===== src/rtl/bgd_pkg.sv =====
// ----------------------------------------------------------------------------
// bgd_pkg
// Shared types and constants of the bilinear grayscale downscaler: request
// and result layouts, register indexes, neighbour codes and sequencer states.
// ----------------------------------------------------------------------------
package bgd_pkg;

	// Fixed field widths.
	localparam int REG_W     = 9;
	localparam int COORD_W   = 8;
	localparam int PIX_W     = 8;
	localparam int CFG_IDX_W = 2;

	// Defaults for the top-level parameters.
	localparam int MAX_SRC_WIDTH_DEF  = 256;
	localparam int MAX_SRC_HEIGHT_DEF = 256;
	localparam int FRAC_BITS_DEF      = 16;

	// Configuration register indexes.
	localparam logic [CFG_IDX_W-1:0] REG_SRC_WIDTH  = 2'd0;
	localparam logic [CFG_IDX_W-1:0] REG_SRC_HEIGHT = 2'd1;
	localparam logic [CFG_IDX_W-1:0] REG_DST_WIDTH  = 2'd2;
	localparam logic [CFG_IDX_W-1:0] REG_DST_HEIGHT = 2'd3;

	// Request actions.
	localparam logic ACT_LOAD   = 1'b0;
	localparam logic ACT_SAMPLE = 1'b1;

	// Neighbour codes, in the order they are read.
	localparam logic [1:0] NB_TL = 2'd0;
	localparam logic [1:0] NB_TR = 2'd1;
	localparam logic [1:0] NB_BL = 2'd2;
	localparam logic [1:0] NB_BR = 2'd3;

	typedef struct packed {
		logic               action;
		logic [COORD_W-1:0] col;
		logic [COORD_W-1:0] row;
		logic [PIX_W-1:0]   pixel;
	} bgd_req_t;

	typedef struct packed {
		logic [PIX_W-1:0] value;
		logic             bad_coord;
	} bgd_res_t;

	typedef enum logic [2:0] {
		ST_IDLE,
		ST_MUL,
		ST_ADDR,
		ST_READ,
		ST_DRAIN,
		ST_DONE
	} bgd_state_t;

endpackage


===== src/rtl/bgd_div.sv =====
// ----------------------------------------------------------------------------
// bgd_div
// Restoring divider, one quotient bit per cycle, that turns a source and a
// destination size into a fixed-point step (src << FRAC_BITS) / dst.
// ----------------------------------------------------------------------------
module bgd_div #(
	parameter int FRAC_BITS = bgd_pkg::FRAC_BITS_DEF
) (
	input  logic                                 clk,
	input  logic                                 arst_n,
	input  logic                                 start,
	input  logic [bgd_pkg::REG_W-1:0]            src,
	input  logic [bgd_pkg::REG_W-1:0]            dst,
	output logic                                 busy,
	output logic [bgd_pkg::REG_W+FRAC_BITS-1:0]  step
);
	import bgd_pkg::*;

	localparam int N_W   = REG_W + FRAC_BITS;
	localparam int CNT_W = $clog2(N_W + 1);

	logic [N_W-1:0]   num_q;
	logic [N_W-1:0]   quot_q;
	logic [REG_W-1:0] rem_q;
	logic [REG_W-1:0] den_q;
	logic [CNT_W-1:0] cnt_q;
	logic [REG_W:0]   trial;
	logic             fits;

	// Trial subtraction of the divisor from the shifted remainder.
	assign trial = {rem_q, num_q[N_W-1]};
	assign fits  = trial >= {1'b0, den_q};

	always_ff @(posedge clk or negedge arst_n) begin
		if (!arst_n) begin
			cnt_q  <= '0;
			quot_q <= '0;
		end else if (start) begin
			// A zero divisor gives a zero step and no iteration.
			quot_q <= '0;
			if (dst == '0) begin
				cnt_q <= '0;
			end else begin
				cnt_q <= CNT_W'(N_W);
			end
		end else if (cnt_q != '0) begin
			cnt_q  <= cnt_q - 1'b1;
			quot_q <= {quot_q[N_W-2:0], fits};
		end
	end

	// Operand and remainder registers need no reset.
	always_ff @(posedge clk) begin
		if (start) begin
			num_q <= {src, FRAC_BITS'(0)};
			den_q <= dst;
			rem_q <= '0;
		end else if (cnt_q != '0) begin
			num_q <= {num_q[N_W-2:0], 1'b0};
			if (fits) begin
				rem_q <= REG_W'(trial - {1'b0, den_q});
			end else begin
				rem_q <= trial[REG_W-1:0];
			end
		end
	end

	assign busy = cnt_q != '0;
	assign step = quot_q;

endmodule


===== config.mk =====
export PLATFORM = sky130hd
export DESIGN_NAME = bgd_div
export DESIGN_NICKNAME = d
export VERILOG_FILES = /design/src/rtl/bgd_pkg.sv /design/src/rtl/bgd_div.sv
export SDC_FILE = /design/constraint.sdc
export NUM_CORES = 1
export LEC_CHECK = 0
export BUFFER_PORTS_ARGS = -buffer_cell sky130_fd_sc_hd__buf_2
export CAP_MARGIN = 15
export CORE_UTILIZATION = 55
export CTS_CLUSTER_DIAMETER = 60
export CTS_CLUSTER_SIZE = 28
export DETAILED_ROUTE_END_ITERATION = 8
export GPL_TIMING_DRIVEN = 0
export PLACE_DENSITY = 0.78
export SYNTH_ARGS = -nofsm -noshare
export SYNTH_HDL_FRONTEND = slang
export SYNTH_SLANG_ARGS = --single-unit

===== constraint.sdc =====
create_clock -name clk -period 2.7 [get_ports clk]
set_input_delay 0.27 -clock clk [delete_from_list [all_inputs] [get_ports clk]]
set_output_delay 0.27 -clock clk [all_outputs]
set_load 0.1 [all_outputs]

==> summary.md, run 1 <==
| Metric | Value |
|---|---|
| Status | finished clean |
| Routed length per instance | between 10 and 15 um |
| Post-synth EDFFs | 18 |
| Most common cell after layout, fill and taps aside | nand2_1 |
| Hold/Removal Path Class | in -> reg |
| Io pins | between 40 and 50 |
| Startpoint types | flop |
| Clk pwr share | between 20 and 30% |
| Post-synth net total | 300 |
| Routed Antenna Nets | 0 |
| Sequential fraction of the synthesis area | a little over half |
| First-pass GRT wire length | between 9 and 10 mm |
| Synthesized cell area | between 2000 and 3000 um2 |
| Delay-heaviest family, CP | buffers and inverters |
| Worst skew pair latency | between 300 and 400 ps |
| Setup Skew | around 7.4 ps |
| Top FF cell, synth | dfrtp_1 |
| Sw Share | 34.8% |
| Max_cap viols | 0 |
| Unrepaired setup endpoints after global routing | false |
| Area grow syn2layout | 18.6% |
| HPWL Detailed | approximately 3.7 mm |
| Crit path buffers/inverters | 4 |
| Gate power share | about 30% |
| Reg2reg start | num_q[24] |
| Leak | ~0.0015 uW |
| CTS tree | yes |
| Reg clk slew, reported paths | about 70 ps |
| Final hold viol count | 0 |
| Hold depth | 1 |
| Post-Synth Adder-Cell Area | under 10% |
| Critical-path top delay cell | dfrtp_1 |
| Synth Register Bits | 57 |
| CP arrival | 2170 ps |
| Hold Crit Start | dst[5] |
| Drt total wl | about 5.5 mm |
| Routability cong. | 0.870 |
| FF-to-FF path depth | 10 |
| Hold Path End | den_q[5] |
| FF-to-FF End | rem_q[8] |
| Clock Path Buffers | 2 |
| DR WL met2 | 2.60 mm |
| Synth Area per Inst | around 10 um2 |
| Switching power | around 890 uW |
| Internal power | between 1500 and 2000 uW |
| Ys Warns | 0 |
| Clock sink total | 57 |
| Vias per cell | about 5.3 |
| Finished Layout Cells | about 400 |
| Sequential power share | between 40% and 50% |
| Die Area | about 5300 um2 |
| Die W | roughly 73 um |
| Maximum operating frequency | ~410 MHz |
| Layout cells sized above 1 | a little under a quarter |
| Largest family of logic cells by synthesized area | simple AND/OR/NAND/NOR gates |
| VDD IR max | around 0.5 mV |
| Buffers on Ports | 46 |
| Grt ovf | 0 |
| Fin Setup TNS | 0 ps |
| Worst-path maximum fanout | 10 |
| DRT met1 WL | 2.56 mm |
| Simple-gate share of the synthesized area | between 10% and 20% |
| Min cycle time layout | ~2400 ps |
| Antenna violations before repair | 0 |
| Number of global-route vias before repair | ~2.0k |
| Final setup viols | 0 |
| Mux share of post-synthesis cell area | 3.29% |
| Critical path data required time | between 2000 and 2500 ps |
| GRT Total Usage | a little under a quarter |
| Via count | about 2.1k |
| DRC Markers | 0 |
| Drt first pass iters | 4 |
| Placed cells | approximately 380 |
| PwrDens | 791 nW/um2 |
| CTS root buf | clkbuf_8 |
| Setup CP Type | reg -> out |
| Largest net degree at the start of global routing | 31 |
| Initial DRC Count | approximately 170 |
| Slew Viols, Final | 0 |
| Row count | 25 |
| Relative slew slack | between 50% and 60% |
| CP Cell Sequence | inv_1 > ha_1 > nand2b_1 > nor3_4 > inv_2 > clkbuf_2 > buf_2 |
| CTS Buf Count | 9 |
| Antenna Cells | 0 |
| Post-synth ARST share | around 53% |
| Top layer in use | met4 |
| Fin nets | roughly 360 |
| Yosys cell types | 42 |
| Period Utilization, post-route | between 90% and 100% |
| Commonest cells after routing, fill and taps aside | 61 x nand2_1, 46 x buf_2, 31 x a21oi_1 |
| Slack of the worst reg-to-reg path | about 270 ps |
| Worst slew pin tran | slightly below 700 ps |
| Core ar. | around 4800 um2 |
| Fillers | 394 |
| CP max stage delay | approximately 370 ps |
| Cell count after synthesis | ~270 |
| CP endpoint kind | primary output |
| Die height | between 70 and 80 um |
| Initial core utilization | a little under three fifths |
| Htree depth | 3 |
| Synth Area in Compound Gates | 15.2% |
| Met3 WL post-DR | around 230 um |
| XOR/XNOR share of the synthesized area | between 2 and 2.5% |
synthesized netlist by cell type (all sizes together), types with 2 or more instances:
master,n,area share [%]
nand2,63,8.8
a21oi,31,5.7
dfrtp,30,27
edfxtp,18,20
inv,16,2.2
nor2,13,1.8
clkbuf,10,1.4
ha,10,4.6
dfxtp,9,6.6
mux2,8,3.3
o21ai,7,1.3
a21o,5,1.4
a311oi,5,2.7
xnor2,5,1.6
nor3,4,0.91
a211oi,3,1.0
and2,3,0.69
and3,3,0.69
buf,3,0.69
nand3b,3,0.82
nand2b,2,0.46
nor2b,2,0.46
nor4,2,0.69
xor2,2,0.64
cells by family (layout without fill, tap and decap cells):
logic type               count (synthesis)  after routing
XOR/XNOR                                 7              7
flip-flops                              57             57
AO/OA/AOI/OAI                           59             59
AND/OR/NAND/NOR                         97             97
buffers and inverters                   29             92
multiplexers                             8              8
adder cells (fa/ha/maj)                 11             11
routing by layer:
metal,global-route usage (%),vias up
met4,10.5,0
met5,0,-
li1,-,1039
met1,30.9,1016
met2,36.2,48
met3,5.83,7
what timing repair did:
item	in CTS	in global routing
gates resized for setup	1	2
setup buffers	0	0
hold endpoints to repair	30	0
hold buffers	1	0
pin swaps	0	0
endpoints found under the setup margin	1	1
final cells by class:
type / instances / area [um2] / area share [%]
flip-flops and latches: 57 / 1470 / 45.4
repair buffers: 47 / 240 / 7.41
inverters: 16 / 60.1 / 1.85
clock inverters: 6 / 38.8 / 1.20
plain buffers: 13 / 57.6 / 1.77
clock buffers: 10 / 138 / 4.24
multi-input cells: 182 / 1150 / 35.6
well taps: 67 / 83.8 / 2.58
flip-flops by register name, indices dropped and copies added (netlist names):
| name | count |
|---|---|
| step | 25 |
| den_q | 9 |
| rem_q | 9 |
| num_q | 9 |
| cnt_q | 5 |
per-stage QoR:
stage | power (uW) | utilization (%) | instance area, um2 | hold WS (ps) | worst slack (ps)
6_report | 2560 | 68.2 | 3240 | 119 | 260
4_1_cts | 2580 | 68.2 | 3240 | 101 | 8.08
3_3_place_gp | 1830 | 64.1 | 3050 | 331 | 311
2_1_floorplan | 1690 | - | 2740 | -25.6 | 329
5_1_grt | 2700 | 68.2 | 3240 | 109 | 67.2
3_5_place_dp | 1850 | 64.1 | 3050 | 329 | 295
how the worst max path moves through the flow:
stage / startpoint / end / slack, ps / cells past startpoint
final: cnt_q[0] / busy / 260 / 7
after global placement: num_q[24] / rem_q[8] / 310 / 10
after CTS: cnt_q[1] / busy / 8 / 7
after floorplan: cnt_q[0] / rem_q[1] / 330 / 7
after detailed placement: num_q[24] / rem_q[8] / 290 / 10
after global routing: num_q[24] / rem_q[8] / 70 / 10
power groups by stage:
| stage | registers, uW | logic (uW) | clock network [uW] |
|---|---|---|---|
| after floorplan | 1130 | 564 | 0 |
| after global placement | 1070 | 757 | 0 |
| after detailed placement | 1080 | 774 | 0 |
| after CTS | 1060 | 781 | 740 |
| after global routing | 1070 | 857 | 768 |
| final | 1060 | 779 | 726 |
worst reg2reg max path, stage by stage (launching register included):
cell and delay [ps]:
edfxtp_1 410, inv_1 80, ha_1 160, inv_1 60, fa_1 400, a21o_1 230
a221oi_1 420, o21ai_1 130, xor2_1 140, nand2_1 70, a311oi_2 250
Power figures use the tool's default switching activity.
==> run 2: changes to the inputs <==
--- a/config.mk
+++ b/config.mk
@@ -13,6 +13,7 @@
 export DETAILED_ROUTE_END_ITERATION = 8
 export GPL_TIMING_DRIVEN = 0
 export PLACE_DENSITY = 0.78
+export RECOVER_POWER = 25
 export SYNTH_ARGS = -nofsm -noshare
 export SYNTH_HDL_FRONTEND = slang
 export SYNTH_SLANG_ARGS = --single-unit
==> run 2 against run 1 <==
  * The flow now finishes with violations (max-capacitance violations, max-slew violations)
  * Die area unchanged
  * First-iteration DRC count fell by 1.2%
  * Critical path depth did not move
  * Via count barely moved
  * Global-route usage is the same
  * Final cell count unchanged
  * Maximum frequency decreased by 0.18%
  * Sequential share of layout area up 0.11 points
  * Cell area is 0.23% lower
==> summary.md, run 2 (synthesis results as in run 1) <==
| Metric | Value |
|---|---|
| Status | complete, but fails checks (was finished clean) |
| Failing checks | max-capacitance violations, max-slew violations |
| HPWL Detailed | 3.74 mm (unchanged) |
| Worst-path maximum fanout | 10 (unchanged) |
| Drt first pass iters | 4 (unchanged) |
| Reg clk slew, reported paths | 70 ps (about the same) |
| Htree depth | 3 (unchanged) |
| Grt met2 use | 36.2% (unchanged) |
| Antenna violations before repair | 0 (unchanged) |
| Core ar. | 4750 um2 (unchanged) |
| Max reg flops | 25 (unchanged) |
| Grt met1 use | 30.9% (unchanged) |
| Max_cap viols | 1 (was 0) |
| Initial core utilization | 57.5% (unchanged) |
| Largest net degree at the start of global routing | 31 (unchanged) |
| Worst skew pair latency | 340 ps (about the same) |
| Grt ovf | 0 (unchanged) |
| GR peak layer | met2 (unchanged) |
| Clock Path Buffers | 2 (unchanged) |
| CP arrival | 2170 ps (about the same) |
| Row count | 25 (unchanged) |
| Relative slew slack | -3.46% (was 53.9%) |
| Critical path data required time | 2430 ps (about the same) |
| Antenna Cells | 0 (unchanged) |
| Hold WS | 119 ps (about the same) |
| PwrDens | 792 nW/um2 (was 791 nW/um2) |
| Drt total wl | 5.47 mm (about the same) |
| CTS tree | yes (unchanged) |
| Maximum operating frequency | 409 MHz (was 410 MHz) |
| Fin nets | 358 (unchanged) |
| Routed length per instance | 13.7 um (was 13.8 um) |
| Min cycle time layout | 2440 ps (about the same) |
| Die W | 72.5 um (unchanged) |
| Fin Setup TNS | 0 ps (unchanged) |
| GRT Total Usage | 23.3% (unchanged) |
| Startpoint types | flop (unchanged) |
| Hold/Removal Path Class | in -> reg (unchanged) |
| CTS root buf | clkbuf_8 (unchanged) |
| Slew Viols, Final | 31 (was 0) |
| Final hold viol count | 0 (unchanged) |
| Via count | 2,112 (was 2,110) |
| Vias per cell | 5.31 (was 5.30) |
| Met3 Track Usage GR | 5.83% (unchanged) |
| Number of global-route vias before repair | 1,968 (unchanged) |
| Clock sink total | 57 (unchanged) |
| DRC Markers | 0 (unchanged) |
| Worst slew pin tran | 1550 ps (was 692 ps) |
| Buffers on Ports | 46 (unchanged) |
| Die height | 72.5 um (unchanged) |
| Setup Buffers After CTS | 0 (unchanged) |
| CP endpoint kind | primary output (unchanged) |
| Leak | 0.00147 uW (was 0.00148 uW) |
| Unrepaired setup endpoints after global routing | false (unchanged) |
| Commonest cells after routing, fill and taps aside | 61 x nand2_1, 40 x buf_2, 31 x a21oi_1 (was 61 x nand2_1, 46 x buf_2, 31 x a21oi_1) |
| First-pass GRT wire length | 9.01 mm (unchanged) |
| Routed Antenna Nets | 0 (unchanged) |
| CTS Buf Count | 9 (unchanged) |
| Final setup viols | 0 (unchanged) |
| Routability cong. | 0.870 (unchanged) |
| Io pins | 47 (unchanged) |
| VDD IR max | 0.498 mV (was 0.490 mV) |
| Most common cell after layout, fill and taps aside | nand2_1 (unchanged) |
| Initial DRC Count | 164 (was 166) |
| Die Area | 5260 um2 (unchanged) |
| Period Utilization, post-route | 90.5% (was 90.4%) |
| Setup Skew | 7.38 ps (was 7.39 ps) |
| Setup CP Type | reg -> out (unchanged) |
| Layout cells sized above 1 | 21.5% (was 23.3%) |
| Area grow syn2layout | 18.3% (was 18.6%) |
-- run 2: what timing repair did --
| action | CTS | global route |
|---|---|---|
| resized for setup | 1 | 2 |
| endpoints found under the hold margin | 30 | 0 |
| hold buffers | 1 | 0 |
| setup endpoints to repair | 1 | 1 |
-- run 2: layout make-up --
type,count,area (um2)
fill,398,1520
sequential,57,1470
multi-input combinational,182,1150
timing repair buffer,47,233
clock buffer,10,138
tap,67,83.8
inverter,16,60.1
buffer,13,57.6
clock inverter,6,38.8
-- run 2: routing by layer --
layer  part of all wire [%]  wire length, um
met5                      0                0
met4                    1.6               85
met3                    3.9              213
met2                     47             2580
met1                     47             2590
-- run 2: path summary, 6_finish.rpt --
kind	start	slack (ps)	end	cells after the start
min in group asynchronous	arst_n	870	step[2]	2
hold / removal	dst[5]	120	den_q[5]	1
setup reg to reg	num_q[24]	270	rem_q[8]	10
setup / recovery	cnt_q[0]	260	busy	7
hold reg to reg	rem_q[2]	490	rem_q[2]	2
max in group asynchronous	arst_n	920	step[19]	2
-- run 2: where the power goes --
part | leakage (uW) | internal (uW) | total, uW | switching (uW)
sequential | 0.000667 | 989 | 1060 | 71.3
combinational | 0.000705 | 325 | 778 | 453
clock | 0.0000933 | 358 | 725 | 367
total | 0.00147 | 1670 | 2560 | 891
-- run 2: through the flow --
| stage | power [uW] | area (um2) | util (%) | cells | setup slack [ps] |
|---|---|---|---|---|---|
| floorplan | 1690 | 2740 | - | 268 | 329 |
| global placement | 1830 | 3050 | 64.1 | 381 | 311 |
| detailed placement | 1850 | 3050 | 64.1 | 381 | 295 |
| CTS | 2580 | 3240 | 68.2 | 398 | 8.08 |
| global route | 2700 | 3240 | 68.1 | 398 | 67.2 |
| finish | 2560 | 3240 | 68.1 | 398 | 256 |
-- run 2: critical path, cell delays in order, from the launching register on --
cell and delay (ps):
dfrtp_1 370, inv_1 90, ha_1 170, nand2b_1 130, nor3_4 310, inv_2 130
clkbuf_2 270, buf_2 360
